<file path="src/rtl/fba_pkg.sv">
// Package for the fit block allocator: sizes, mode codes, controller states
// and the command and status words between controller and datapath.
// No dependencies.
package fba_pkg;

   // Table geometry.
   localparam int NUM_BLOCKS = 32;
   localparam int SIZE_WIDTH = 16;
   localparam int IDX_W      = $clog2(NUM_BLOCKS);
   localparam int CNT_W      = $clog2(NUM_BLOCKS + 1);

   // Configuration register widths and indexes.
   localparam int MODE_W = 2;
   localparam int CSR_W  = 6;
   localparam logic CSR_FIT_MODE      = 1'b0;
   localparam logic CSR_BLOCKS_IN_USE = 1'b1;

   // Operation codes of a request word.
   localparam logic OP_LOAD  = 1'b0;
   localparam logic OP_ALLOC = 1'b1;

   // Placement policies.
   localparam logic [MODE_W-1:0] MODE_FIRST = 2'd0;
   localparam logic [MODE_W-1:0] MODE_BEST  = 2'd1;
   localparam logic [MODE_W-1:0] MODE_WORST = 2'd2;

   typedef enum logic [1:0] {
      ST_IDLE,
      ST_SCAN,
      ST_FINISH
   } fba_state_type;

   // Commands from the controller to the datapath.
   typedef struct packed {
      logic load;    // write a block size and clear its used mark
      logic start;   // latch the file size and clear the search
      logic scan;    // step the table scan
      logic finish;  // mark the chosen block and load the response word
   } fba_cmd_type;

   // Status from the datapath to the controller.
   typedef struct packed {
      logic scan_end;  // all searched blocks read and evaluated
      logic out_free;  // response register can take a word this cycle
   } fba_status_type;

endpackage

</file>
<file path="src/rtl/fit_block_allocator.sv">
// Top level of the fit block allocator: ties the controller to the datapath.
// Depends on fba_pkg, fba_ctrl and fba_datapath.
//
//   channel  handshake          payload
//   req      req_valid/ready    req_op, req_block_index, req_block_size, req_file_size
//   rsp      rsp_valid/ready    rsp_granted, rsp_chosen_block, rsp_leftover
//   csr      csr_we             csr_index, csr_wdata
//
// A load word passes from idle straight to the finish state, which registers its
// response word; the next request word is taken back in idle.
// An allocate word first scans the active block count (at most 32): the scan reads
// one block size a cycle from the single read port of the size memory, then the
// block evaluates the last read, sees the end of the scan, and in the finish state
// marks the chosen block and registers the response word before it returns to idle.
// Reset clears the used marks, the configuration and all handshake state; sizes
// are undefined until loaded. A stalled response word holds the block in its
// finish step; the next request word is taken once that word is registered.
module fit_block_allocator import fba_pkg::*; (
   input  logic                  clock,
   input  logic                  reset,
   input  logic                  req_valid,
   output logic                  req_ready,
   input  logic                  req_op,
   input  logic [IDX_W-1:0]      req_block_index,
   input  logic [SIZE_WIDTH-1:0] req_block_size,
   input  logic [SIZE_WIDTH-1:0] req_file_size,
   output logic                  rsp_valid,
   input  logic                  rsp_ready,
   output logic                  rsp_granted,
   output logic [IDX_W-1:0]      rsp_chosen_block,
   output logic [SIZE_WIDTH-1:0] rsp_leftover,
   input  logic                  csr_we,
   input  logic                  csr_index,
   input  logic [CSR_W-1:0]      csr_wdata
);

   fba_cmd_type    cmd;
   fba_status_type status;

   fba_ctrl u_ctrl (
      .clock     (clock),
      .reset     (reset),
      .req_valid (req_valid),
      .req_op    (req_op),
      .req_ready (req_ready),
      .status    (status),
      .cmd       (cmd)
   );

   fba_datapath u_datapath (
      .clock            (clock),
      .reset            (reset),
      .csr_we           (csr_we),
      .csr_index        (csr_index),
      .csr_wdata        (csr_wdata),
      .req_block_index  (req_block_index),
      .req_block_size   (req_block_size),
      .req_file_size    (req_file_size),
      .cmd              (cmd),
      .status           (status),
      .rsp_valid        (rsp_valid),
      .rsp_ready        (rsp_ready),
      .rsp_granted      (rsp_granted),
      .rsp_chosen_block (rsp_chosen_block),
      .rsp_leftover     (rsp_leftover)
   );

endmodule

</file>
<file path="src/rtl/fba_ctrl.sv">
// Controller state machine of the fit block allocator.
// Depends on fba_pkg for the state enum and the command and status structs.
module fba_ctrl import fba_pkg::*; (
   input  logic           clock,
   input  logic           reset,
   input  logic           req_valid,
   input  logic           req_op,
   output logic           req_ready,
   input  fba_status_type status,
   output fba_cmd_type    cmd
);

   fba_state_type state_ff;
   fba_state_type state_in;

   // Next state.
   always_comb begin
      state_in = state_ff;
      case (state_ff)
         ST_IDLE: begin
            if (req_valid) begin
               state_in = (req_op == OP_ALLOC) ? ST_SCAN : ST_FINISH;
            end
         end
         ST_SCAN: begin
            if (status.scan_end) begin
               state_in = ST_FINISH;
            end
         end
         ST_FINISH: begin
            if (status.out_free) begin
               state_in = ST_IDLE;
            end
         end
         default: state_in = ST_IDLE;
      endcase
   end

   always_ff @(posedge clock) begin
      if (reset) begin
         state_ff <= ST_IDLE;
      end else begin
         state_ff <= state_in;
      end
   end

   // Outputs.
   always_comb begin
      req_ready  = 1'b0;
      cmd        = '0;
      case (state_ff)
         ST_IDLE: begin
            req_ready = 1'b1;
            cmd.load  = req_valid && (req_op == OP_LOAD);
            cmd.start = req_valid && (req_op == OP_ALLOC);
         end
         ST_SCAN: begin
            cmd.scan = !status.scan_end;
         end
         ST_FINISH: begin
            cmd.finish = status.out_free;
         end
         default: begin
            req_ready = 1'b0;
         end
      endcase
   end

   // A finished word waits in its state until the response register frees up.
   assert property (@(posedge clock) disable iff (reset)
      (state_ff == ST_FINISH) && !status.out_free |=> (state_ff == ST_FINISH))
      else $error("finish state left while response register was full");

   // An accepted allocate word always starts a scan.
   assert property (@(posedge clock) disable iff (reset)
      cmd.start |=> (state_ff == ST_SCAN))
      else $error("allocate word did not start a scan");

endmodule

</file>
<file path="src/rtl/fba_datapath.sv">
// Datapath of the fit block allocator: configuration registers, block size
// memory, used marks, scan pipeline, best-candidate registers and response
// register. Depends on fba_pkg.
module fba_datapath import fba_pkg::*; (
   input  logic                  clock,
   input  logic                  reset,
   input  logic                  csr_we,
   input  logic                  csr_index,
   input  logic [CSR_W-1:0]      csr_wdata,
   input  logic [IDX_W-1:0]      req_block_index,
   input  logic [SIZE_WIDTH-1:0] req_block_size,
   input  logic [SIZE_WIDTH-1:0] req_file_size,
   input  fba_cmd_type           cmd,
   output fba_status_type        status,
   output logic                  rsp_valid,
   input  logic                  rsp_ready,
   output logic                  rsp_granted,
   output logic [IDX_W-1:0]      rsp_chosen_block,
   output logic [SIZE_WIDTH-1:0] rsp_leftover
);

   // Configuration.
   logic [MODE_W-1:0] mode_ff;
   logic [CSR_W-1:0]  bin_ff;
   logic [CNT_W-1:0]  count;

   // Block table.
   logic [SIZE_WIDTH-1:0] size_mem [NUM_BLOCKS];
   logic [NUM_BLOCKS-1:0] used_ff, used_in;

   // Scan and evaluate stages.
   logic [SIZE_WIDTH-1:0] fsize_ff;
   logic [CNT_W-1:0]      scan_idx_ff, scan_idx_in;
   logic                  pipe_v_ff, pipe_v_in;
   logic [IDX_W-1:0]      pipe_idx_ff;
   logic                  pipe_used_ff;
   logic [SIZE_WIDTH-1:0] rd_data_ff;
   logic                  found_ff, found_in;
   logic [IDX_W-1:0]      best_idx_ff, best_idx_in;
   logic [SIZE_WIDTH-1:0] best_left_ff, best_left_in;

   // Response register.
   logic                  rsp_valid_ff, rsp_valid_in;
   logic                  rsp_granted_ff;
   logic [IDX_W-1:0]      rsp_chosen_ff;
   logic [SIZE_WIDTH-1:0] rsp_leftover_ff;

   logic                  issue;
   logic                  fits;
   logic                  take;
   logic [SIZE_WIDTH-1:0] left;
   logic                  load_ok;

   // Configuration registers.
   always_ff @(posedge clock) begin
      if (reset) begin
         mode_ff <= MODE_FIRST;
         bin_ff  <= CSR_W'(NUM_BLOCKS);
      end else if (csr_we) begin
         case (csr_index)
            CSR_FIT_MODE:      mode_ff <= csr_wdata[MODE_W-1:0];
            CSR_BLOCKS_IN_USE: bin_ff  <= csr_wdata;
            default:           mode_ff <= mode_ff;
         endcase
      end
   end

   // Search count saturates at the table depth.
   assign count = (bin_ff > CSR_W'(NUM_BLOCKS)) ? CNT_W'(NUM_BLOCKS) : CNT_W'(bin_ff);

   assign load_ok = cmd.load && (CNT_W'(req_block_index) < CNT_W'(NUM_BLOCKS));
   assign issue   = cmd.scan && (scan_idx_ff < count);

   // Block size memory: one write port for loads, one registered read port for scans.
   always_ff @(posedge clock) begin
      if (load_ok) begin
         size_mem[req_block_index] <= req_block_size;
      end
   end

   always_ff @(posedge clock) begin
      if (issue) begin
         rd_data_ff <= size_mem[scan_idx_ff[IDX_W-1:0]];
      end
   end

   // Evaluate the block that the memory returned last cycle.
   assign fits = pipe_v_ff && !pipe_used_ff && (rd_data_ff >= fsize_ff);
   assign left = rd_data_ff - fsize_ff;

   always_comb begin
      take = 1'b0;
      if (fits) begin
         if (!found_ff) begin
            take = mode_ff inside {MODE_FIRST, MODE_BEST, MODE_WORST};
         end else begin
            case (mode_ff)
               MODE_BEST:  take = left < best_left_ff;
               MODE_WORST: take = left > best_left_ff;
               default:    take = 1'b0;
            endcase
         end
      end
   end

   // Next values of the scan, candidate, used and response registers.
   always_comb begin
      scan_idx_in  = scan_idx_ff;
      pipe_v_in    = issue;
      found_in     = found_ff;
      best_idx_in  = best_idx_ff;
      best_left_in = best_left_ff;
      used_in      = used_ff;
      rsp_valid_in = rsp_valid_ff && !rsp_ready;

      if (cmd.start || cmd.load) begin
         scan_idx_in = '0;
         found_in    = 1'b0;
      end else if (issue) begin
         scan_idx_in = scan_idx_ff + CNT_W'(1);
      end

      if (take) begin
         found_in     = 1'b1;
         best_idx_in  = pipe_idx_ff;
         best_left_in = left;
      end

      if (load_ok) begin
         used_in[req_block_index] = 1'b0;
      end
      if (cmd.finish) begin
         rsp_valid_in = 1'b1;
         if (found_ff) begin
            used_in[best_idx_ff] = 1'b1;
         end
      end
   end

   // Control registers.
   always_ff @(posedge clock) begin
      if (reset) begin
         scan_idx_ff  <= '0;
         pipe_v_ff    <= 1'b0;
         found_ff     <= 1'b0;
         used_ff      <= '0;
         rsp_valid_ff <= 1'b0;
      end else begin
         scan_idx_ff  <= scan_idx_in;
         pipe_v_ff    <= pipe_v_in;
         found_ff     <= found_in;
         used_ff      <= used_in;
         rsp_valid_ff <= rsp_valid_in;
      end
   end

   // Payload registers.
   always_ff @(posedge clock) begin
      best_idx_ff  <= best_idx_in;
      best_left_ff <= best_left_in;
      if (cmd.start) begin
         fsize_ff <= req_file_size;
      end
      if (issue) begin
         pipe_idx_ff  <= scan_idx_ff[IDX_W-1:0];
         pipe_used_ff <= used_ff[scan_idx_ff[IDX_W-1:0]];
      end
      if (cmd.finish) begin
         rsp_granted_ff  <= found_ff;
         rsp_chosen_ff   <= found_ff ? best_idx_ff : '0;
         rsp_leftover_ff <= found_ff ? best_left_ff : '0;
      end
   end

   assign status.scan_end = (scan_idx_ff >= count) && !pipe_v_ff;
   assign status.out_free = !rsp_valid_ff || rsp_ready;

   assign rsp_valid        = rsp_valid_ff;
   assign rsp_granted      = rsp_granted_ff;
   assign rsp_chosen_block = rsp_chosen_ff;
   assign rsp_leftover     = rsp_leftover_ff;

   // A refusal or a load word carries zero index and zero leftover.
   assert property (@(posedge clock) disable iff (reset)
      rsp_valid_ff && !rsp_granted_ff |-> (rsp_chosen_ff == '0) && (rsp_leftover_ff == '0))
      else $error("non-grant word carries a block index or leftover");

   // A grant marks the chosen block used on the same edge.
   assert property (@(posedge clock) disable iff (reset)
      cmd.finish && found_ff |=> used_ff[$past(best_idx_ff)])
      else $error("granted block was not marked used");

   // Memory data is only evaluated in the cycle after a scan read.
   assert property (@(posedge clock) disable iff (reset)
      pipe_v_ff |-> $past(issue))
      else $error("evaluate stage valid without a read");

endmodule

</file>
<file path="config.mk">
export PLATFORM = sky130hd
export DESIGN_NAME = fit_block_allocator
export DESIGN_NICKNAME = d
export VERILOG_FILES = /design/src/rtl/fba_pkg.sv /design/src/rtl/fit_block_allocator.sv /design/src/rtl/fba_ctrl.sv /design/src/rtl/fba_datapath.sv
export SDC_FILE = /design/constraint.sdc
export NUM_CORES = 1
export LEC_CHECK = 0
export ABC_CLOCK_PERIOD_IN_PS = 12000
export BUFFER_PORTS_ARGS = -buffer_cell sky130_fd_sc_hd__buf_4
export CORE_MARGIN = 8
export CORE_UTILIZATION = 60
export CTS_CLUSTER_DIAMETER = 120
export CTS_CLUSTER_SIZE = 30
export DETAILED_ROUTE_END_ITERATION = 10
export PLACE_DENSITY_LB_ADDON = 0.05
export SLEW_MARGIN = 20
export SYNTH_ARGS = -nofsm -noshare
export SYNTH_HDL_FRONTEND = slang
export SYNTH_SLANG_ARGS = --single-unit
</file>
<file path="constraint.sdc">
create_clock -name clock -period 12 [get_ports clock]
set_input_delay 0.6 -clock clock [delete_from_list [all_inputs] [get_ports clock]]
set_output_delay 0.6 -clock clock [all_outputs]
set_load 0.1 [all_outputs]
</file>
* Yosys cells after proc, flatten, opt, wreduce, memory -nomap -nowiden
Memory sizes are Yosys's and may differ from the RTL's. A register that Yosys moved wholly into a read port is not among the register bits.
Cells that the tools add are included.
** Operators by class
- $add $sub $neg :: 2
- $lt $le $gt $ge :: 11
- Eq/ne operators :: 7
- Multiplexer cells :: 27
- Bitwise gates (word level) :: 5
- Reduce and logical (&&, ||, !) cells :: 24
** Operators by type and width (number)
- 2-to-1 mux 32 bit :: 3
- AND 32 bit :: 1
- inverter 32 bit :: 1
- OR 32 bit :: 1
- less-than comparator 5 x 6 -> 1 bit (second input constant) :: 3
- >= comparator 16 bit :: 1
- greater-than comparator 16 bit :: 1
- less-than comparator 16 bit :: 1
- subtractor 16 bit :: 1
- 2-to-1 mux 1 bit :: 13
- demux 1 bit (select 5 bit) :: 2
- >= comparator 5 x 1 -> 1 bit (second input constant) :: 2
- 2-to-1 mux 2 bit :: 5
- logical AND 1 bit :: 9
- adder 6 x 1 -> 6 bit (second input constant) :: 1
- >= comparator 6 bit :: 1
- greater-than comparator 6 bit (second input constant) :: 1
- less-than comparator 6 bit :: 1
- 2-to-1 mux 6 bit :: 1
- case mux 2 bit (3 select lines) :: 1
- binary-select mux 1 bit (select 5 bit) :: 1
- logical NOT 1 bit :: 5
- equality test 2 x 1 -> 1 bit (second input constant) :: 2
- equality test 2 bit (second input constant) :: 2
- 11 further kinds :: 16
** Storage, ports and cells
- Register bits after elaboration :: 116
- Memory bits (writable) :: 512
- Input bits :: 50
- Output and inout port bits :: 24
- Word-level logic and storage cells :: 93
- Memories :: 1
** Memory list
- u_datapath.size_mem :: depth 32, bits a word 16, rd ports 1, clocked after Yosys merged registers in 1, write ports 1, RTL line fba_datapath.sv:28 : logic [SIZE_WIDTH-1:0] size_mem [NUM_BLOCKS];

* Logic depth before layout (Yosys ltp)
- Word-level depth :: 10
- Mapped depth :: 17
- Gate-level depth less buffers :: 17

* Modules after synthesis
A second synthesis with hierarchy kept.
** Second synthesis, totals
- Cells, all modules :: 1349
- Area total of the unflattened synthesis :: 25829.8 µm²
** By module, submodules not included
- fba_datapath :: instances 1, cells an instance 1334, area each 25692.1 µm², sequential area each 18788.0 µm²
- fba_ctrl :: instances 1, cells an instance 15, area each 137.6 µm², sequential area each 40.0 µm²

* Least setup slack after synthesis
OpenSTA, ideal clock, no wires.
- Path kind :: register -> register
- Start :: reg u_datapath.rd_data_ff[0] (read register of u_datapath.size_mem)
- End :: reg u_datapath.best_idx_ff[0] (enable)
- Setup time :: 0.425 ns
- Data arrival time :: 4.846 ns
- Required time :: 11.575 ns
- Path slack :: 6.729 ns
- Cell stages (with the launch flop) :: 18
- Buffers on the path :: 0
- Period minus slack after synthesis :: 5.271 ns
- Path through :: edfxtp_1 > inv_1 > ha_1 > inv_1 > fa_1 > a211oi_1 > o21ai_0 > a21boi_0 > o21ai_0 > a21oi_1 > xnor2_1 > ha_1 > o21ai_0 > o21a_1 > o21ai_0 > or4_1 > o221a_2 > nor3_1
** On the way
- Cells in the longest elaborated chain, start to end :: 5
- Elaborated cells between the ends (all ways) :: 8
- Classes of those cells :: 1 x add/sub; 3 x order compare; 3 x mux; 1 x reduce/logical
** RTL lines
- start, declared :: RTL line fba_datapath.sv:37 : logic [SIZE_WIDTH-1:0] rd_data_ff;
- subtractor 16 bit (*) :: RTL line fba_datapath.sv:89 : assign left = rd_data_ff - fsize_ff;
- net u_datapath.left[10] :: RTL line fba_datapath.sv:51 : logic [SIZE_WIDTH-1:0] left;
- greater-than comparator 16 bit or less-than comparator 16 bit (tied branches) :: RTL line fba_datapath.sv:99, fba_datapath.sv:98
- case mux 1 bit (2 select lines) (*) :: RTL line fba_datapath.sv:97 : case (mode_ff)
- 2-to-1 mux 1 bit (*) :: RTL line fba_datapath.sv:94 : if (!found_ff) begin
- 2-to-1 mux 1 bit (*) :: RTL line fba_datapath.sv:93 : if (fits) begin
- end signal, assigned :: RTL line fba_datapath.sv:159 : best_idx_ff <= best_idx_in;
- end, declared :: RTL line fba_datapath.sv:39 : logic [IDX_W-1:0] best_idx_ff, best_idx_in;
Mark *: on every way through the listed nets, which the timed path passes. The rest lies on a longest branch.
A chain may end at the register's enable or synchronous reset.

* Worst setup path in the final report
- Start :: reg u_datapath.rd_data_ff[0] (read register of u_datapath.size_mem)
- End :: reg u_datapath.best_idx_ff[2] (enable)
The elaborated chain is that of the path after synthesis.

==> reports/metrics.yaml <==
fmax_mhz: 213
critPathBufInv: 3
synth-edff-count: 593
layout_setup_ws_ps: 7300
cp-start-kind: "flop"
cp.required_ps: 12290
r2r-end: "u_datapath.best_idx_ff[2]"
grt_usage_pct: 22.1
drc: 0
syn_area_per_cell_um2: 19.2
clock_path_buffers: 3
rsz0062_at_grt: "no"
crit_top_cell: "o21ai_0"
ant_nets: 0
async_flop_share_pct: 0
clkSinkCount: 644
cts_max_level: 1
placed_area_um2: 27300
crit_chain: "inv_1, ha_1, inv_1, fa_1, a211oi_1, o21ai_0, a21boi_0, o21ai_0, a21oi_1, xnor2_1, ha_1, o21ai_0, o21a_1, o21ai_0, or4_1, o221a_2, nor3_2, buf_4"
final_common_cell: "edfxtp_1"
critPathMaxFanout: 21
start_util_pct: 60.4
hold_end: "u_datapath.fsize_ff[14]"
drt_iter0_markers: 1249
dieHeight_um: 224
drtPass1Iterations: 5
synthFlopType: "edfxtp_1"
crit_type: "reg -> reg"
tns_ps: 0
critPathSlowestCell: "a21boi_0"
instances_no_fill: 2001
ys_types: 52
synth_area_leader_cell: "edfxtp_1"
fin_area_um2: 28000
syn-num-nets: 1440
hp-class: "in -> reg"
p_leak_nw: 8.80
maxCapViolations: 0
die_x_um: 224
r2r_cells: 18
seq_area_um2: 18800
antenna_found_initial: 2
hold_start: "req_file_size[14]"
ctsHoldBuffers: 0
powerDensity_nw_per_um2: 134
ys_ff_latch: 644
r2r_slack_ps: 7300
io_buffers: 73
vias: 12800
final-setup-viol-count: 0
wl_mm: 54.8
grt_pass1_vias: 12900
multiInputGateArea_um2: 6660
cts_root_buf: "clkbuf_16"
ctsResizeCount: 0
crit_path_end_kind: "flop"
design.core.area_um2: 42800
dpl.hpwl_mm: 33.1
clock_skew_ps: 34.4
synth_area_um2: 25800
dp.cells: 1955
n_antenna_cell: 0
worstPathArrival_ps: 4990
worst_pin_slew_ps: 1100
syn_to_final_growth_pct: 8.33
cp_slowest_stage_delay_ps: 510
place_ws_ps: 7320
clk_pin_slew_worst_paths_ps: 120
grt_max_degree: 96
min_path_cells: 1
finalCritPeriodShare_pct: 39.2
grt_overflow: 0
slew_headroom_pct: 26.6
grt_pass1_wl_mm: 82.2
path_delay_family: "compound AO/OA/AOI/OAI gates"
io_pins: 74
synth-warning-count: 0
vias_per_cell: 6.40
r2r-start: "u_datapath.rd_data_ff[0]"
final_cell_mix: "593 x edfxtp_1, 170 x mux4_2, 119 x buf_4, 66 x nand2_1, 54 x a21oi_1"
fin_nets: 1529
ir_drop_v: 0.000110
dieArea_um2: 50000
drive_gt1_share_pct: 25.9
synth_top_area_share_pct: 68.9
period_needed_ps: 4700
finalHoldViolCount: 0
status: "finished, final reports clean"
synth_seq_area_share_pct: 72.9
synthCells: 1347
fillerInstances: 2868
routabilityCongestion: 0.804
cts_buffers: 25
clk-insertion-delay-late_ps: 600
postCtsSetupBuffers: 0
rows: 76
slew_viol_final: 0
synthTopCellsByArea: "edfxtp_1 69%, mux4_2 15%, dfxtp_1 4.0%"
fin_hold_ws_ps: 171
routedWlPerCell_um: 27.4
cts_tree: "done"
## layout make-up
| class | instances | area share (%) |
|---|---|---|
| Sequential cell | 644 | 67.3 |
| Multi-Input combinational cell | 597 | 23.8 |
| Timing Repair Buffer | 120 | 3.26 |
| Clock buffer | 44 | 2.49 |
| Tap cell | 546 | 2.44 |
| Inverter | 48 | 0.644 |
| Clock inverter | 2 | 0.0894 |
## through the flow
step                      utilization, %  power [mW]
after CTS                           65.4        3.78
after floorplan                        -        2.67
after detailed placement            63.7        2.76
after global placement              63.7        2.75
after global routing                65.4        3.87
final                               65.4        3.75
## state kept, by name, indices dropped and copies added (netlist names), 5 cells and up
register	flops
u_datapath.rd_data_ff	16
u_datapath.best_idx_ff	5
u_datapath.fsize_ff	16
u_datapath.scan_idx_ff	6
u_datapath.best_left_ff	16
u_datapath.rsp_chosen_block	5
u_datapath.size_mem	512
u_datapath.pipe_idx_ff	5
u_datapath.rsp_leftover	16
u_datapath.bin_ff	6
u_datapath.used_ff	32
## layer usage
metal  routed length (µm)  vias to the layer above  GRT usage, %  part of all wire [%]
met5                    0                        -             0                     0
met3                 3170                       63          2.68                   5.8
met2                27800                      396          37.7                    51
met1                22700                     6787          30.6                    41
met4                 1080                        0          4.99                   2.0
li1                     -                     5559             -                     -
## cell families after synthesis
group | count (synthesis) | synth area share [%]
AO/OA/AOI/OAI | 130 | 2.91
XOR/XNOR | 17 | 0.576
adder cells (fa/ha/maj) | 43 | 2.11
buffers and inverters | 106 | 1.78
flip-flops | 644 | 72.9
multiplexers | 189 | 15.6
AND/OR/NAND/NOR | 218 | 4.13
## where the power goes
part / total (mW) / internal (mW) / switching, mW
registers: 2.48 / 2.47 / 0.00823
logic: 0.227 / 0.0806 / 0.146
clock network: 1.05 / 0.406 / 0.643
## cell usage after synthesis (3+ instances only)
master    count
and2_1       22
buf_2         4
and3_1        8
nor3b_1       3
xor2_1        9
a21oi_1      54
nand2_1      66
o211ai_1      5
mux2_2       17
nor2b_1       8
a211oi_1      3
clkbuf_1     34
a21o_1        6
o31ai_1       3
dfxtp_1      51
nor2_1       56
nand3b_1      6
nor3_1        9
buf_1         7
nand3_1      10
ha_1         42
o21ai_0      42
and4_1        3
edfxtp_1    593
inv_1        48
nand2b_1      8
buf_4        11
nand4_1       7
xnor2_1       8
mux4_2      170
## how the worst max path moves through the flow
stage,start,endpoint,slack (ps),depth (start not counted)
floorplan,u_datapath.rd_data_ff[0],u_datapath.best_idx_ff[0],6730,17
global placement,u_datapath.rd_data_ff[0],u_datapath.best_idx_ff[4],7450,18
detailed placement,u_datapath.rd_data_ff[0],u_datapath.best_idx_ff[0],7320,18
CTS,u_datapath.rd_data_ff[0],u_datapath.best_idx_ff[0],7290,18
global route,u_datapath.rd_data_ff[0],u_datapath.best_left_ff[12],6860,18
finish,u_datapath.rd_data_ff[0],u_datapath.best_idx_ff[2],7300,18
No activity file was read; power rests on OpenSTA's default activity.
